File: src/fbce_pkg.sv
package fbce_pkg;

    localparam int NIB_W     = 4;
    localparam int MEM_AW    = 2 * NIB_W;
    localparam int MEM_DEPTH = 1 << MEM_AW;
    localparam int IN_DATA_W  = 16;
    localparam int OUT_DATA_W = 32;

    typedef logic [NIB_W-1:0]  t_nib;
    typedef logic [MEM_AW-1:0] t_mem_addr;

    typedef enum logic [NIB_W-1:0] {
        OP_ADD_A    = 4'h0,
        OP_MOV_A_B  = 4'h1,
        OP_IN_A     = 4'h2,
        OP_MOV_A_IM = 4'h3,
        OP_MOV_B_A  = 4'h4,
        OP_ADD_B    = 4'h5,
        OP_IN_B     = 4'h6,
        OP_MOV_B_IM = 4'h7,
        OP_EXT      = 4'h8,
        OP_OUT_B    = 4'h9,
        OP_JZ       = 4'hA,
        OP_OUT_IM   = 4'hB,
        OP_MOV_Y    = 4'hC,
        OP_MOV_X    = 4'hD,
        OP_JNC      = 4'hE,
        OP_JMP      = 4'hF
    } t_opcode;

    typedef enum logic [NIB_W-1:0] {
        SUB_ADD_AB  = 4'h0,
        SUB_NEG     = 4'h1,
        SUB_NOT     = 4'h2,
        SUB_OR      = 4'h3,
        SUB_AND     = 4'h4,
        SUB_XOR     = 4'h5,
        SUB_SUB     = 4'h6,
        SUB_OUT_A   = 4'h7,
        SUB_LD_A    = 4'h8,
        SUB_ST_A    = 4'h9,
        SUB_LD_B    = 4'hA,
        SUB_ST_B    = 4'hB,
        SUB_MOV_X_A = 4'hC,
        SUB_MOV_Y_A = 4'hD,
        SUB_INC_XY  = 4'hE,
        SUB_JMP_Y   = 4'hF
    } t_subop;

    typedef struct packed {
        t_nib cmd;
        t_nib operand;
        t_nib in_port;
    } t_item;

    typedef struct packed {
        t_nib a;
        t_nib b;
        t_nib x;
        t_nib y;
        t_nib pc;
        logic zf;
        logic cp;
    } t_state;

    typedef struct packed {
        t_nib acc_a;
        t_nib acc_b;
        t_nib addr_hi;
        t_nib addr_lo;
        t_nib out_port;
        t_nib prog_count;
        logic zero_out;
        logic carry_seen;
        logic carry_next;
        logic jump_taken;
    } t_result;

    typedef struct packed {
        logic      we;
        t_mem_addr addr;
        t_nib      data;
    } t_mem_req;

    // 4-bit add with carry-out in the top bit
    function automatic logic [NIB_W:0] add_nib(input t_nib p, input t_nib q);
        return {1'b0, p} + {1'b0, q};
    endfunction

endpackage

File: src/four_bit_cpu_execute_core.sv
// Executes one instruction of the extended 4-bit accumulator CPU per item and returns the
// register file, output port, PC and flags after that instruction. Throughput is one item per
// clock while the output is not stalled; a result is presented on the output once its item has
// passed the input register and then the result register, and a result held by a stalled output
// keeps the next item in the input register. The path between the registers is the 4-bit ALU
// and register update; the 256x4 data memory is read ahead at the X:Y address the next
// instruction will use, with a bypass for a store that hits that address. Valid bits for the
// memory clear at reset, so a load from a location never stored leaves its target register
// unchanged. No clearing pass is needed after reset.
module four_bit_cpu_execute_core (
    input  logic                             i_clk,
    input  logic                             i_rst_n,
    input  logic                             s_axis_tvalid,
    output logic                             s_axis_tready,
    // cmd[3:0], operand[7:4], in_port[11:8], zero pad
    input  logic [fbce_pkg::IN_DATA_W-1:0]   s_axis_tdata,
    output logic                             m_axis_tvalid,
    input  logic                             m_axis_tready,
    // acc_a[3:0], acc_b[7:4], addr_hi[11:8], addr_lo[15:12], out_port[19:16],
    // prog_count[23:20], zero_out[24], carry_seen[25], carry_next[26], jump_taken[27], zero pad
    output logic [fbce_pkg::OUT_DATA_W-1:0]  m_axis_tdata
);

    logic                   r_in_valid;
    fbce_pkg::t_item        r_in;
    fbce_pkg::t_state       r_state;
    fbce_pkg::t_state       exec_state;
    fbce_pkg::t_state       n_state;
    fbce_pkg::t_result      exec_result;
    fbce_pkg::t_result      r_out;
    fbce_pkg::t_mem_req     mem_req;
    logic                   r_out_valid;
    logic [fbce_pkg::MEM_DEPTH-1:0] r_mem_valid;
    logic                   r_fwd_hit;
    fbce_pkg::t_nib         r_fwd_data;
    fbce_pkg::t_nib         ram_rdata;
    fbce_pkg::t_nib         mem_data;
    fbce_pkg::t_mem_addr    rd_addr;
    logic                   advance;
    logic                   mem_we;

    assign advance       = r_in_valid && (!r_out_valid || m_axis_tready);
    assign s_axis_tready = !r_in_valid || advance;
    assign mem_we        = advance && mem_req.we;

    always_ff @(posedge i_clk) begin
        if (!i_rst_n) begin
            r_in_valid <= 1'b0;
        end else if (s_axis_tready) begin
            r_in_valid <= s_axis_tvalid;
        end
    end

    always_ff @(posedge i_clk) begin
        if (s_axis_tvalid && s_axis_tready) begin
            r_in.cmd     <= s_axis_tdata[3:0];
            r_in.operand <= s_axis_tdata[7:4];
            r_in.in_port <= s_axis_tdata[11:8];
        end
    end

    assign mem_data = r_fwd_hit ? r_fwd_data : ram_rdata;

    fbce_exec u_exec (
        .i_state     (r_state),
        .i_item      (r_in),
        .i_mem_valid (r_mem_valid[{r_state.x, r_state.y}]),
        .i_mem_data  (mem_data),
        .o_state     (exec_state),
        .o_result    (exec_result),
        .o_mem       (mem_req)
    );

    assign n_state = advance ? exec_state : r_state;

    always_ff @(posedge i_clk) begin
        if (!i_rst_n) begin
            r_state <= '0;
        end else begin
            r_state <= n_state;
        end
    end

    always_ff @(posedge i_clk) begin
        if (!i_rst_n) begin
            r_mem_valid <= '0;
        end else if (mem_we) begin
            r_mem_valid[mem_req.addr] <= 1'b1;
        end
    end

    // prefetch at the address the next instruction will see
    assign rd_addr = !i_rst_n ? '0 : {n_state.x, n_state.y};

    fbce_ram #(
        .WIDTH (fbce_pkg::NIB_W),
        .DEPTH (fbce_pkg::MEM_DEPTH)
    ) u_data_mem (
        .i_clk   (i_clk),
        .i_we    (mem_we),
        .i_waddr (mem_req.addr),
        .i_wdata (mem_req.data),
        .i_raddr (rd_addr),
        .o_rdata (ram_rdata)
    );

    // store to the address being prefetched: take the written data instead
    always_ff @(posedge i_clk) begin
        if (!i_rst_n) begin
            r_fwd_hit <= 1'b0;
        end else begin
            r_fwd_hit <= mem_we && (mem_req.addr == rd_addr);
        end
    end

    always_ff @(posedge i_clk) begin
        r_fwd_data <= mem_req.data;
    end

    always_ff @(posedge i_clk) begin
        if (!i_rst_n) begin
            r_out_valid <= 1'b0;
        end else if (advance) begin
            r_out_valid <= 1'b1;
        end else if (m_axis_tready) begin
            r_out_valid <= 1'b0;
        end
    end

    always_ff @(posedge i_clk) begin
        if (advance) begin
            r_out <= exec_result;
        end
    end

    assign m_axis_tvalid = r_out_valid;
    assign m_axis_tdata  = {4'b0000, r_out.jump_taken, r_out.carry_next, r_out.carry_seen,
                            r_out.zero_out, r_out.prog_count, r_out.out_port, r_out.addr_lo,
                            r_out.addr_hi, r_out.acc_b, r_out.acc_a};

`ifndef ASSERT_OFF
    a_store_sets_valid: assert property (@(posedge i_clk) disable iff (!i_rst_n)
        mem_we |=> r_mem_valid[$past(mem_req.addr)])
        else $error("stored location not marked valid");

    a_state_holds: assert property (@(posedge i_clk) disable iff (!i_rst_n)
        (i_rst_n && !advance) |=> $stable(r_state))
        else $error("cpu state changed without an instruction");

    a_fwd_needs_store: assert property (@(posedge i_clk) disable iff (!i_rst_n)
        r_fwd_hit |-> $past(mem_we))
        else $error("memory bypass without a store");

    a_result_carry: assert property (@(posedge i_clk) disable iff (!i_rst_n)
        advance |=> (r_state.cp == r_out.carry_next))
        else $error("pending carry does not match reported carry");
`endif

endmodule

File: src/fbce_ram.sv
module fbce_ram #(
    parameter int WIDTH = 4,
    parameter int DEPTH = 256
) (
    input  logic                     i_clk,
    input  logic                     i_we,
    input  logic [$clog2(DEPTH)-1:0] i_waddr,
    input  logic [WIDTH-1:0]         i_wdata,
    input  logic [$clog2(DEPTH)-1:0] i_raddr,
    output logic [WIDTH-1:0]         o_rdata
);

    logic [WIDTH-1:0] r_mem [DEPTH];
    logic [WIDTH-1:0] r_rdata;

    always_ff @(posedge i_clk) begin
        if (i_we) begin
            r_mem[i_waddr] <= i_wdata;
        end
        r_rdata <= r_mem[i_raddr];
    end

    assign o_rdata = r_rdata;

endmodule

File: src/fbce_exec.sv
module fbce_exec (
    input  fbce_pkg::t_state   i_state,
    input  fbce_pkg::t_item    i_item,
    input  logic               i_mem_valid,
    input  fbce_pkg::t_nib     i_mem_data,
    output fbce_pkg::t_state   o_state,
    output fbce_pkg::t_result  o_result,
    output fbce_pkg::t_mem_req o_mem
);

    fbce_pkg::t_state         n;
    fbce_pkg::t_mem_req       mem;
    logic [fbce_pkg::NIB_W:0] sum;
    fbce_pkg::t_nib           outp;
    fbce_pkg::t_nib           op;
    logic                     cy;
    logic                     jmp;
    logic                     op_nz;

    assign op    = i_item.operand;
    assign op_nz = (op != '0);

    always_comb begin
        n        = i_state;
        n.pc     = i_state.pc + 4'd1;
        n.cp     = 1'b0;
        sum      = '0;
        outp     = '0;
        cy       = 1'b0;
        jmp      = 1'b0;
        mem.we   = 1'b0;
        mem.addr = {i_state.x, i_state.y};
        mem.data = i_state.a;

        case (fbce_pkg::t_opcode'(i_item.cmd))
            fbce_pkg::OP_ADD_A: begin
                sum  = fbce_pkg::add_nib(i_state.a, op);
                n.a  = sum[3:0];
                cy   = sum[4];
                n.zf = (sum[3:0] == '0);
            end
            fbce_pkg::OP_ADD_B: begin
                sum  = fbce_pkg::add_nib(i_state.b, op);
                n.b  = sum[3:0];
                cy   = sum[4];
                n.zf = (sum[3:0] == '0);
            end
            fbce_pkg::OP_MOV_A_IM: begin
                n.a  = op;
                n.zf = 1'b0;
            end
            fbce_pkg::OP_MOV_B_IM: begin
                n.b  = op;
                n.zf = 1'b0;
            end
            // a zero immediate makes these plain moves, which clear the zero flag
            fbce_pkg::OP_MOV_A_B: begin
                sum  = fbce_pkg::add_nib(i_state.b, op);
                n.a  = sum[3:0];
                cy   = sum[4];
                n.zf = op_nz && (sum[3:0] == '0);
            end
            fbce_pkg::OP_MOV_B_A: begin
                sum  = fbce_pkg::add_nib(i_state.a, op);
                n.b  = sum[3:0];
                cy   = sum[4];
                n.zf = op_nz && (sum[3:0] == '0);
            end
            fbce_pkg::OP_IN_A: begin
                sum  = fbce_pkg::add_nib(i_item.in_port, op);
                n.a  = sum[3:0];
                cy   = sum[4];
                n.zf = op_nz && (sum[3:0] == '0);
            end
            fbce_pkg::OP_IN_B: begin
                sum  = fbce_pkg::add_nib(i_item.in_port, op);
                n.b  = sum[3:0];
                cy   = sum[4];
                n.zf = op_nz && (sum[3:0] == '0);
            end
            fbce_pkg::OP_OUT_B: begin
                sum  = fbce_pkg::add_nib(i_state.b, op);
                outp = sum[3:0];
                cy   = sum[4];
                n.zf = op_nz && (sum[3:0] == '0);
            end
            fbce_pkg::OP_OUT_IM: begin
                outp = op;
                n.zf = 1'b0;
            end
            fbce_pkg::OP_MOV_Y: begin
                n.y  = op;
                n.zf = 1'b0;
            end
            fbce_pkg::OP_MOV_X: begin
                n.x  = op;
                n.zf = 1'b0;
            end
            fbce_pkg::OP_JMP: begin
                n.pc = op;
                jmp  = 1'b1;
            end
            fbce_pkg::OP_JNC: begin
                if (!i_state.cp) begin
                    n.pc = op;
                    jmp  = 1'b1;
                end
            end
            fbce_pkg::OP_JZ: begin
                if (i_state.zf) begin
                    n.pc = op;
                    jmp  = 1'b1;
                end
                n.zf = 1'b0;
            end
            fbce_pkg::OP_EXT: begin
                n.zf = 1'b0;
                case (fbce_pkg::t_subop'(op))
                    fbce_pkg::SUB_ADD_AB: begin
                        sum  = fbce_pkg::add_nib(i_state.a, i_state.b);
                        n.a  = sum[3:0];
                        cy   = sum[4];
                        n.zf = (sum[3:0] == '0);
                    end
                    // negation keeps the two's complement to a nibble and never sets the carry
                    fbce_pkg::SUB_NEG: begin
                        n.a  = 4'(~i_state.a + 4'd1);
                        n.zf = (i_state.a == '0);
                    end
                    fbce_pkg::SUB_NOT: begin
                        n.a  = ~i_state.a;
                        n.zf = (i_state.a == 4'hF);
                    end
                    fbce_pkg::SUB_OR: begin
                        n.a  = i_state.a | i_state.b;
                        n.zf = ((i_state.a | i_state.b) == '0);
                    end
                    fbce_pkg::SUB_AND: begin
                        n.a  = i_state.a & i_state.b;
                        n.zf = ((i_state.a & i_state.b) == '0);
                    end
                    fbce_pkg::SUB_XOR: begin
                        n.a  = i_state.a ^ i_state.b;
                        n.zf = ((i_state.a ^ i_state.b) == '0);
                    end
                    fbce_pkg::SUB_SUB: begin
                        sum  = fbce_pkg::add_nib(i_state.a, 4'(~i_state.b + 4'd1));
                        n.a  = sum[3:0];
                        cy   = sum[4];
                        n.zf = (sum[3:0] == '0);
                    end
                    fbce_pkg::SUB_OUT_A: begin
                        outp = i_state.a;
                    end
                    // unwritten locations leave the target untouched
                    fbce_pkg::SUB_LD_A: begin
                        if (i_mem_valid) begin
                            n.a = i_mem_data;
                        end
                    end
                    fbce_pkg::SUB_LD_B: begin
                        if (i_mem_valid) begin
                            n.b = i_mem_data;
                        end
                    end
                    fbce_pkg::SUB_ST_A: begin
                        mem.we   = 1'b1;
                        mem.data = i_state.a;
                    end
                    fbce_pkg::SUB_ST_B: begin
                        mem.we   = 1'b1;
                        mem.data = i_state.b;
                    end
                    fbce_pkg::SUB_MOV_X_A: begin
                        n.x = i_state.a;
                    end
                    fbce_pkg::SUB_MOV_Y_A: begin
                        n.y = i_state.a;
                    end
                    fbce_pkg::SUB_INC_XY: begin
                        {n.x, n.y} = {i_state.x, i_state.y} + 8'd1;
                    end
                    fbce_pkg::SUB_JMP_Y: begin
                        n.pc = i_state.y;
                        jmp  = 1'b1;
                    end
                    default: begin
                        n.zf = 1'b0;
                    end
                endcase
            end
            default: begin
                n.zf = 1'b0;
            end
        endcase

        n.cp = cy;
    end

    assign o_state = n;
    assign o_mem   = mem;

    assign o_result.acc_a      = n.a;
    assign o_result.acc_b      = n.b;
    assign o_result.addr_hi    = n.x;
    assign o_result.addr_lo    = n.y;
    assign o_result.out_port   = outp;
    assign o_result.prog_count = n.pc;
    assign o_result.zero_out   = n.zf;
    assign o_result.carry_seen = i_state.cp;
    assign o_result.carry_next = cy;
    assign o_result.jump_taken = jmp;

endmodule

File: config.mk
export PLATFORM = sky130hd
export DESIGN_NAME = four_bit_cpu_execute_core
export DESIGN_NICKNAME = d
export VERILOG_FILES = /design/src/fbce_pkg.sv /design/src/four_bit_cpu_execute_core.sv /design/src/fbce_ram.sv /design/src/fbce_exec.sv
export SDC_FILE = /design/constraint.sdc
export NUM_CORES = 2
export LEC_CHECK = 0
export ABC_AREA = 1
export ABC_CLOCK_PERIOD_IN_PS = 13750
export BUFFER_PORTS_ARGS = -buffer_cell sky130_fd_sc_hd__buf_4
export CELL_PAD_IN_SITES_DETAIL_PLACEMENT = 0
export CELL_PAD_IN_SITES_GLOBAL_PLACEMENT = 2
export CORE_UTILIZATION = 38
export DETAILED_ROUTE_END_ITERATION = 10
export PLACE_DENSITY = 0.75
export SYNTH_ARGS = -nofsm -noshare
export SYNTH_HDL_FRONTEND = slang
export SYNTH_SLANG_ARGS = --single-unit
File: constraint.sdc
create_clock -name i_clk -period 13.75 [get_ports i_clk]
set_input_delay 2.0625 -clock i_clk [delete_from_list [all_inputs] [get_ports i_clk]]
set_output_delay 2.0625 -clock i_clk [all_outputs]
set_load 0.02 [all_outputs]
==> metrics.md <==
| Metric | Value |
|---|---|
| Post-CTS setup buffer count | `0` |
| Share of cells above drive strength 1 | `between 6 and 7%` |
| Pre-antenna DRT Iters | `5` |
| Post-Synth XOR/XNOR Area | `less than 1%` |
| Die width | `slightly below 400 um` |
| FMAX | `approximately 150 MHz` |
| Root buffer cell | `clkbuf_16` |
| Startpoint types | `input pin` |
| Type of the tightest min-delay check | `flip-flop to flip-flop` |
| Final worst-path cycle share | `between 40% and 50%` |
| Fillers | `around 14000` |
| Peak supply drop | `between 0.1 and 0.15 mV` |
| RR Endpoint | `u_data_mem.o_rdata[3]$_DFF_P_` |
| Hold EP | `r_mem_valid[13]$_SDFFE_PN0P_` |
| Crit path required time | `approximately 14 ns` |
| Synth area leaders | `edfxtp_1 56%, nand3_1 12%, dfxtp_1 10%` |
| Slowest stage delay, CP | `around 0.74 ns` |
| Final WL | `roughly 190000 um` |
| Worst-path cell chain | `buf_4 -> inv_1 -> nand2_1 -> nand2_1 -> buf_4 -> inv_2 -> buf_4 -> nand4_1 -> nand3_4 -> buf_4 -> buf_4 -> nand3_1 -> nand3_1 -> nand3_1 -> nand3_1 -> nand3_1 -> nand3_1 -> nand2_1 -> nand2_1 -> nand2_1` |
| Layout area overhead | `11.5%` |
| Ys flop type | `edfxtp_1` |
| Synthesized flop and latch total | `1353` |
| Final instance area | `roughly 64000 sq um` |
| Compound-Gate Fraction of Synth Area | `3.16%` |
| First-pass GRT wire length | `roughly 270000 um` |
| Vias | `42043` |
| Final setup viols | `0` |
| Die area | `153000 sq um` |
| Sequential area share after synthesis | `65.7%` |
| Final ANT Viol Nets | `0` |
| Dpl cells | `about 7500` |
| Clk_lat worst skew | `between 0.7 and 0.8 ns` |
| Initial antenna violation count | `2` |
| Synth Area in Adders | `less than 1%` |
| Post-Route Setup TNS | `0 ns` |
| Grt total ovfl | `0` |
| Longest Clk Path Bufs | `3` |
| Cell mode on critical path | `nand3_1` |
| CP bufs+invs | `7` |
| Mapped Cells | `approximately 5700` |
| Post-synth EDFFs | `~1100` |
| Total power | `approximately 9.2 mW` |
| Row Count | `142` |
| Synthesized cell area | `~57000 sq um` |
| Routed wire length per instance | `roughly 24 um` |
| GRT Util Overall | `24.4%` |
| Slew Viols, Final | `0` |
| GPL Wtd Cong | `between 0.8 and 0.9` |
| Core area | `150000 sq um` |
| Fin cells | `~7800` |
| CTS tree | `yes` |
| Reg-to-reg slack, setup | `approximately 7.5 ns` |
| Cts hold-fix bufs | `0` |
| Post-Syn Area per Cell | `approximately 10 sq um` |
| Cell taking the most area after synthesis | `edfxtp_1` |
| Count of final hold-check violations | `0` |
| Initial Util | `about two fifths` |
| IO Port Bufs | `45` |
| Max_cap viols | `0` |
| Crit Path Max Fanout | `around 60` |
| Mux share of post-synthesis cell area | `0.0697%` |
| Status | `finished, final reports clean` |
| Max stage delay cell, worst path | `buf_4` |
| PwrDens | `between 100 and 150 nW/um^2` |
| Worst reg2reg path depth | `22` |
| DRC violations left | `0` |
| Max layer used | `met5` |
| Num CTS Buffers | `147` |
| Sink Count | `between 1000 and 1500` |
| H-tree levels | `4` |
| Post-synth cell types | `45` |
| HPWL Detailed | `around 110000 um` |
| Initial DRC count | `3621` |
| Fin nets | `approximately 5700` |
| Metal2 WL | `around 89000 um` |
| Vias in the first global route | `between 30000 and 40000` |
| I/O pin count | `54` |
| Post-CTS Resized | `0` |
| P_leak | `roughly 23 nW` |
| Met3 routed wirelength | `a little over 10000 um` |
| RSZ-0062 raised after global routing | `no` |
| Area after DPL | `about 59000 sq um` |
| Share of the synthesized area in the top cell type | `a little under three fifths` |
| Setup crit end kind | `flip-flop` |
| Reg2Reg Launch Point | `r_in[4]$_DFFE_PP_` |
| Hold_sp | `r_mem_valid[13]$_SDFFE_PN0P_` |
| Worst hold slack | `roughly 0.46 ns` |
| Crit path max-delay family | `simple AND/OR/NAND/NOR gates` |
| Largest net degree at the start of global routing | `between 150 and 200` |
| Asr flop ratio synth | `0%` |
| N_diodes | `0` |
| Worst Tran Pin Value | `~1.2 ns` |
| Slew HR | `21.0%` |
| Clock skew | `between 0.02 and 0.025 ns` |
| Critical path class | `input pin to flip-flop` |
| Crit path DAT | `a little over 7 ns` |
| Final min period | `~6.5 ns` |
| Worst hold path depth | `2` |
| Yosys warning count | `0` |
| Vias/cell | `5.42` |
| Combinational family with the most area after synthesis | `simple AND/OR/NAND/NOR gates` |
| Die height | `about 390 um` |
| Worst-path clk slew | `0.06 ns` |
| Fraction of the mapped netlist area in simple logic gates | `around a quarter` |
| Routed met1 length | `roughly 80000 um` |
==> through the flow <==
stage               setup slack (ns)  utilization [%]
global route                    6.97             42.7
detailed placement              6.53             39.6
floorplan                     0.0480                -
finish                          7.30             42.7
global placement                6.52             39.6
CTS                             7.33             42.7
==> worst max-delay path by stage <==
stage                                        to  slack (ns)  cells past startpoint              start
6_report          u_data_mem.o_rdata[3]$_DFF_P_        7.30                     20      m_axis_tready
5_1_grt           u_data_mem.o_rdata[2]$_DFF_P_        6.97                     20      m_axis_tready
4_1_cts           u_data_mem.o_rdata[2]$_DFF_P_        7.33                     20      m_axis_tready
3_5_place_dp      u_data_mem.o_rdata[2]$_DFF_P_        6.53                     20      m_axis_tready
3_3_place_gp      u_data_mem.o_rdata[2]$_DFF_P_        6.52                     20      m_axis_tready
2_1_floorplan  u_data_mem.r_mem[0][0]$_DFFE_PP_        0.05                      8  r_in[8]$_DFFE_PP_
==> worst register-to-register path: stages (launching register included) <==
cell and delay, ns:
edfxtp_1 0.73, inv_2 0.24, nor2_4 0.19, nand2_2 0.11, nand2_2 0.12, nand3_1 0.08
nand3_1 0.08, nand2_1 0.07, nand2_1 0.20, nand2_8 0.36, nand2_8 0.80, buf_4 0.91
buf_4 0.80, nand2_1 0.14, nand3_1 0.10, nand3_1 0.10, nand3_1 0.19, nand3_1 0.23
nand3_1 0.20, nand3_1 0.09, nand2_1 0.26, nand2_1 0.09, nand2_1 0.16
==> cell usage after synthesis (10+ instances only) <==
library cell,instances
a21oi_1,33
o221ai_1,10
dfxtp_1,289
o22ai_1,47
buf_1,19
nand3_1,1413
buf_2,156
nand4_1,14
edfxtp_1,1064
o211ai_1,18
ha_1,31
inv_1,151
nor3_1,23
xor2_1,10
nand2_1,901
clkbuf_1,176
o21ai_0,182
buf_4,32
inv_2,18
nor2_1,1070
==> layer usage <==
layer / vias up / global-route usage (%)
met3: 282 / 3.18
met4: 2 / 8.08
li1: 19671 / -
met5: - / 0
met1: 20824 / 33.2
met2: 1264 / 40.0
==> final cells by class <==
| cell class | count | area, sq um | area share (%) |
|---|---|---|---|
| clock buffers | 210 | 4160 | 6.49 |
| clock inverters | 55 | 465 | 0.727 |
| inverters | 175 | 682 | 1.06 |
| multi-input cells | 3817 | 17400 | 27.2 |
| flip-flops and latches | 1353 | 37700 | 58.9 |
| well taps | 2016 | 2520 | 3.94 |
| repair buffers | 126 | 1050 | 1.63 |
==> cell usage in the layout, fill, tap and decap left out, types with 8 or more instances in the layout <==
cell,Yosys,layout
clkbuf_16,0,151
nor2_1,1070,1067
edfxtp_1,1064,1064
clkbuf_1,176,43
xor2_1,10,10
dfxtp_1,289,287
clkinv_1,6,25
clkbuf_8,0,16
o211ai_1,18,18
nand3_1,1413,1411
buf_4,32,118
a21oi_1,33,33
o221ai_1,10,10
inv_2,18,16
buf_12,0,8
nand2_1,901,899
o22ai_1,47,47
nand4_1,14,14
inv_1,151,148
o21ai_0,182,178
ha_1,31,31
clkinv_2,0,20
nor3_1,23,23
==> logic make-up after synthesis <==
kind of cell,after synthesis
AO/OA/AOI/OAI,320
XOR/XNOR,13
adder cells (fa/ha/maj),36
buffers and inverters,563
flip-flops,1353
multiplexers,4
other,1
AND/OR/NAND/NOR,3440
==> flip-flops by register name, indices dropped and copies added, names as in the netlist <==
| name | flops |
|---|---|
| m_axis_tdata | 28 |
| m_axis_tvalid | 1 |
| r_fwd_data | 4 |
| r_fwd_hit | 1 |
| r_in | 12 |
| r_in_valid | 1 |
| r_mem_valid | 256 |
| r_state | 22 |
| u_data_mem.o_rdata | 4 |
| u_data_mem.r_mem | 1024 |
==> power breakdown <==
part | leakage (nW) | internal, mW | switching [mW]
clock | 2.27 | 2.23 | 1.62
sequential | 12.1 | 4.45 | 0.0213
combinational | 8.40 | 0.194 | 0.675
(Power assumes the default switching activity.)
